===== src/design/fsd_pkg.sv =====
// fsd_pkg: shared constants, types and codes of the error-diffusion dither
`default_nettype none

package fsd_pkg;

  // number formats
  localparam int FRAC_BITS  = 16;
  localparam int NUM_CH     = 4;
  localparam int MAX_WIDTH  = 4096;
  localparam int COL_W      = $clog2(MAX_WIDTH);
  localparam int WIDTH_W    = COL_W + 1;
  localparam int ROW_W      = 16;
  localparam int MODE_W     = 2;
  localparam int LEVEL_W    = 16;
  localparam int RECIP_W    = 25;
  localparam int RECIP_FRAC = 24;
  localparam int SAMPLE_W   = 18;
  localparam int CLIP_W     = FRAC_BITS + 1;
  localparam int OUT_W      = 17;
  localparam int BUF_W      = FRAC_BITS + 4;
  localparam int VAL_W      = 36;
  localparam int ACC_W      = 40;
  localparam int RECON_W    = LEVEL_W + RECIP_W + 1 - (RECIP_FRAC - FRAC_BITS);

  // stream and config port widths
  localparam int IN_DATA_W  = ((NUM_CH * SAMPLE_W + 7) / 8) * 8;
  localparam int OUT_DATA_W = ((NUM_CH * OUT_W + 7) / 8) * 8;
  localparam int CFG_IDX_W  = 3;
  localparam int CFG_DATA_W = RECIP_W;

  // register indexes
  localparam logic [CFG_IDX_W-1:0] REG_IMAGE_WIDTH  = 3'd0;
  localparam logic [CFG_IDX_W-1:0] REG_IMAGE_HEIGHT = 3'd1;
  localparam logic [CFG_IDX_W-1:0] REG_DITHER_MODE  = 3'd2;
  localparam logic [CFG_IDX_W-1:0] REG_LEVELS       = 3'd3;
  localparam logic [CFG_IDX_W-1:0] REG_STEP_RECIP   = 3'd4;

  // mode codes: bit 1 set selects gray
  localparam logic [MODE_W-1:0] MODE_CLIP    = 2'd0;
  localparam logic [MODE_W-1:0] MODE_CHANNEL = 2'd1;

  // reset values
  localparam logic [WIDTH_W-1:0] RST_WIDTH  = WIDTH_W'(MAX_WIDTH);
  localparam logic [ROW_W-1:0]   RST_HEIGHT = ROW_W'(1);
  localparam logic [LEVEL_W-1:0] RST_LEVELS = LEVEL_W'(255);
  localparam logic [RECIP_W-1:0] RST_RECIP  = RECIP_W'(65793);

  // gray weights in hundredths
  localparam int GRAY_WT_R    = 30;
  localparam int GRAY_WT_G    = 59;
  localparam int GRAY_WT_B    = 11;
  localparam int GRAY_DIV     = 100;
  localparam int GRAY_RND     = GRAY_DIV / 2;
  localparam int GRAY_SUM_MAX = GRAY_DIV * (1 << FRAC_BITS);
  localparam int GDIV_IN_W    = $clog2(GRAY_SUM_MAX + 1);
  localparam int DIV100_SH    = 30;
  localparam int DIV100_MUL   = ((1 << DIV100_SH) + GRAY_DIV - 1) / GRAY_DIV;
  localparam int DIV100_MUL_W = $clog2(DIV100_MUL + 1);

  // strobes from the sequencer to a quantiser lane
  typedef struct packed {
    logic lvl_en;
    logic rec_en;
  } fsd_lane_ctrl_t;

endpackage

`default_nettype wire


===== src/design/fsd_quant.sv =====
// fsd_quant: one channel lane, level index then reconstructed level value
`default_nettype none

module fsd_quant
  import fsd_pkg::*;
(
  input  logic                 clk,
  input  fsd_lane_ctrl_t       ctrl,
  input  logic [CLIP_W-1:0]    level_in,
  input  logic [LEVEL_W-1:0]   levels,
  input  logic [RECIP_W-1:0]   step_recip,
  output logic [LEVEL_W-1:0]   level_idx,
  output logic [RECON_W-1:0]   level_val
);

  localparam int PROD_W  = CLIP_W + LEVEL_W;
  localparam int IDX_W   = PROD_W + 1 - FRAC_BITS;
  localparam int REC_SH  = RECIP_FRAC - FRAC_BITS;
  localparam int RPROD_W = LEVEL_W + RECIP_W + 1;

  // ceil(x*f - 1/2) == floor((x*f + one/2 - 1) / one)
  localparam logic [PROD_W:0]    IDX_RND = (PROD_W + 1)'((1 << (FRAC_BITS - 1)) - 1);
  localparam logic [RPROD_W-1:0] REC_RND = RPROD_W'(1 << (REC_SH - 1));

  logic [PROD_W-1:0]  prod;
  logic [PROD_W:0]    scaled;
  logic [IDX_W-1:0]   idx_raw;
  logic [LEVEL_W-1:0] idx_sat;
  logic [RPROD_W-1:0] recon;

  always_comb begin
    prod    = PROD_W'(level_in) * PROD_W'(levels);
    scaled  = {1'b0, prod} + IDX_RND;
    idx_raw = scaled[PROD_W:FRAC_BITS];
    idx_sat = (idx_raw > IDX_W'(levels)) ? levels : idx_raw[LEVEL_W-1:0];
    recon   = RPROD_W'(level_idx) * RPROD_W'(step_recip) + REC_RND;
  end

  always_ff @(posedge clk) begin
    if (ctrl.lvl_en) begin
      level_idx <= idx_sat;
    end
    if (ctrl.rec_en) begin
      level_val <= recon[RPROD_W-1:REC_SH];
    end
  end

endmodule

`default_nettype wire


===== config.mk =====
export PLATFORM = sky130hd
export DESIGN_NAME = fsd_quant
export DESIGN_NICKNAME = d
export VERILOG_FILES = /design/src/design/fsd_pkg.sv /design/src/design/fsd_quant.sv
export SDC_FILE = /design/constraint.sdc
export NUM_CORES = 2
export LEC_CHECK = 0
export CAP_MARGIN = 30
export CORE_MARGIN = 8
export CORE_UTILIZATION = 62
export DETAILED_ROUTE_END_ITERATION = 16
export DONT_BUFFER_PORTS = 1
export PLACE_DENSITY = 0.86
export SLEW_MARGIN = 25
export SYNTH_ARGS = -nofsm -noshare
export SYNTH_HDL_FRONTEND = slang
export SYNTH_SLANG_ARGS = --single-unit

===== constraint.sdc =====
create_clock -name clk -period 8.67 [get_ports clk]
set_clock_uncertainty 0.2 [all_clocks]
set_input_delay 1.734 -clock clk [delete_from_list [all_inputs] [get_ports clk]]
set_output_delay 1.734 -clock clk [all_outputs]
set_load 0.01 [all_outputs]

==> run_results.csv <==
group,metric,value,unit
outcome,run_status,"completed",
layout,n_fill_cell,2873,
timing,final.period_utilization,99.5,%
layout,drive_above_1_share,5.59,%
synth,synth-seq-cells,50,
synth,yosys_warnings,0,
clock_tree,cts_num_sinks,50,
timing,maxSlewHeadroom,30.8,%
synth,most_frequent_cell_after_synthesis,"sky130_fd_sc_hd__inv_1",
synth,post_synth_instance_area,0.0239,sq mm
setup_path,cp_slowest_cell,"sky130_fd_sc_hd__fa_1",
grt,grt_overflow_total,0,
placement,placer_s_final_routability_congestion_estimate,0.931,
synth,ys_seq_area_share,6.29,%
synth,post_synth.cell_area_avg,9.11,sq um
synth,asyncSetResetFlopFracSynth,0,%
placement,detailed_place_hpwl,47.9,mm
synth,synth_top_area_share,45.5,%
die,chipWidth,212,microns
grt,grt_antenna_before_repair,0,
timing,period_minus_slack,8.62,ns
synth,synth_nets,3476,
die,floorplan.io_pins,111,
setup_path,timing.critical_path.required,8.52,ns
setup_path,timing_worst_setup_path_type,"in2reg",
die,floorplan.core_area,0.0384,sq mm
synth,synth_area_leader_cell,"sky130_fd_sc_hd__fa_1",
timing,max_freq,116,MHz
layout,diodes,0,
synth,synth_top_flop_cell,"sky130_fd_sc_hd__edfxtp_1",
setup_path,worst-path-max-fanout,16,
layout,nNetsFinal,3427,
synth,netlist_instances,2623,
grt,grt_pass1_vias,20271,
timing,hold_viol_final,0,
layout,final-instance-count-excl-fill,3093,
setup_path,critical_path.startpoint_type,"input port",
run,max_cap_viol_count,0,
route,final_antenna_net_count,0,
layout,post-route-util,65.4,%
grt,global_route_wire_length_before_repair,99.6,mm
route,wl_cell,19.6,microns
layout,sequential_standard_cell_area,0.00150,sq mm
clock_tree,cts-hold-fix-buffers,0,
setup_path,reg2reg_from,"level_idx[4]",
min_path,timing.hold.worst.class,"reg2reg",
grt,largest_net_degree_at_the_start_of_global_routing,35,
placement,place.detailed.instances,3078,
route,vias,17885,
die,die_height,212,microns
synth,ys_types,62,
grt,all_layer_gr_usage,27.8,%
synth,synth.area.top_cells,"sky130_fd_sc_hd__fa_1 46%, sky130_fd_sc_hd__ha_1 13%, sky130_fd_sc_hd__inv_1 10%",
clock_tree,clockBufferDepth,2,
setup_path,crit_path_max_incr_delay,0.56,ns
die,dieArea,0.0451,sq mm
layout,area_of_the_multi_input_gates,0.0200,sq mm
route,route.detailed.vias_per_inst,5.78,
placement,placement.io_buffers,0,
route,drt-pass1-iter-count,6,
setup_path,arrival_time_of_the_worst_setup_path,8.47,ns
synth,synth_enable_flop_cells,50,
setup_path,critical_path_start,"level_in[5]",
clock_tree,worstSkewPairLatency,0.31,ns
route,detail_route.iter0.violations,1408,
route,drc,0,
synth,netlist_top_cells_count,"641 x sky130_fd_sc_hd__inv_1, 543 x sky130_fd_sc_hd__fa_1, 445 x sky130_fd_sc_hd__nand2_1",
clock_tree,cts.reportedPaths.clkPinSlew,0.08,ns
route,drt-total-wl,60.8,mm
setup_path,timing.critical_path.to_type,"flip-flop",
clock_tree,clock_tree_root_buffer_cell,"sky130_fd_sc_hd__clkbuf_16",
setup_path,critPathMostFrequentCell,"sky130_fd_sc_hd__fa_1",
timing,final_setup_violating_endpoints,0,
clock_tree,cts_tree,"done",
die,starting_density,62.2,%
timing,timing_worst_slew_pin_value,1.04,ns
timing,timing_max_transition_violations_final,0,
clock_tree,cts_made_buffers,5,
layout,syn_to_final_growth,5.03,%
clock_tree,cts.htree.levels,2,
die,rows,72,
min_path,hold_path.startpoint,"level_idx[0]",
worst max-delay path, delay by kind of cell:
family | cells | cell delay [ns]
adder cells (fa/ha/maj) | 8 | 3.45
buffers and inverters | 7 | 0.74
AND/OR/NAND/NOR | 5 | 0.79
multiplexers | 1 | 0.30
XOR/XNOR | 1 | 0.18
AO/OA/AOI/OAI | 7 | 1.28
cell families after synthesis:
logic type / synth area share, %
and+or+nand+nor: 15.8
adders and majority gates: 58.6
xor gates and xnor gates: 1.61
buffers and inverters: 11.8
DFF: 6.29
AOI/OAI and AO/OA: 5.02
muxes: 0.932
sequential cells by signal (all words and copies together) (netlist names):
| name | count |
|---|---|
| level_idx | 16 |
| level_val | 34 |
path summary, 6_finish.rpt:
check | end | slack, ns | cells after the start
worst min register to register | level_val[0] | 1.25 | 6
worst min-delay path | level_val[0] | 1.25 | 6
worst max register to register | level_val[33] | 0.87 | 21
worst max-delay path | level_idx[8] | 0.05 | 29
cell type report:
| type | instances | share of cell area (%) |
|---|---|---|
| Clock inverter | 3 | 0.0748 |
| Inverter | 641 | 9.59 |
| Clock buffer | 5 | 0.499 |
| Sequential cell | 50 | 5.98 |
| Multi-Input combinational cell | 1824 | 79.5 |
| Timing Repair Buffer | 52 | 1.74 |
| Tap cell | 518 | 2.58 |
placed cells by master, fill, tap and decap left out, types with 4 or more instances in the layout:
master and count:
sky130_fd_sc_hd__inv_1 633, sky130_fd_sc_hd__fa_1 537, sky130_fd_sc_hd__nand2_1 445, sky130_fd_sc_hd__and2_1 254
sky130_fd_sc_hd__ha_1 240, sky130_fd_sc_hd__a21oi_1 53, sky130_fd_sc_hd__edfxtp_1 50, sky130_fd_sc_hd__buf_4 47
sky130_fd_sc_hd__xnor2_1 28, sky130_fd_sc_hd__a21o_1 22, sky130_fd_sc_hd__nor2_1 22, sky130_fd_sc_hd__o21ai_0 19
sky130_fd_sc_hd__nand3_1 17, sky130_fd_sc_hd__mux2_4 13, sky130_fd_sc_hd__xor2_1 12, sky130_fd_sc_hd__o211ai_1 9
sky130_fd_sc_hd__o21bai_1 9, sky130_fd_sc_hd__nor3_1 8, sky130_fd_sc_hd__o21a_1 8, sky130_fd_sc_hd__inv_2 8
sky130_fd_sc_hd__nor2b_1 8, sky130_fd_sc_hd__ha_4 8, sky130_fd_sc_hd__nand4_1 7, sky130_fd_sc_hd__fa_2 6
sky130_fd_sc_hd__clkbuf_16 6, sky130_fd_sc_hd__o21ai_2 5, sky130_fd_sc_hd__a211oi_1 5, sky130_fd_sc_hd__o31ai_1 5
sky130_fd_sc_hd__a21oi_2 4, sky130_fd_sc_hd__and3_1 4, sky130_fd_sc_hd__o21ai_1 4
metrics by stage:
step | worst slack [ns] | area [sq um] | hold WS [ns] | setup TNS, ns
floorplan | 0.00181 | 24000 | 0.854 | 0
global placement | -0.109 | 24500 | 1.17 | -1.48
detailed placement | -0.277 | 24500 | 1.20 | -3.78
CTS | 0.0231 | 24700 | 1.22 | 0
global route | -0.189 | 25100 | 1.32 | -2.51
finish | 0.0476 | 25100 | 1.25 | 0
routing by layer:
metal,up-vias,wire (microns),GRT usage (%)
met1,8990,22300,33.8
met5,-,0,0
met4,0,3050,12.1
li1,7672,-,-
met3,271,5910,5.79
met2,952,29500,47.9
what timing repair did:
| item | CTS | global route |
|---|---|---|
| gates resized for setup | 0 | 69 |
| endpoints found under the setup margin | 1 | 16 |
| cloned | 0 | 1 |
| pin swaps | 1 | 51 |
| buffers inserted | 1 | 5 |
Power is not shown: default switching activity piles up to over one toggle a cycle in this logic, so the estimate is an artifact.
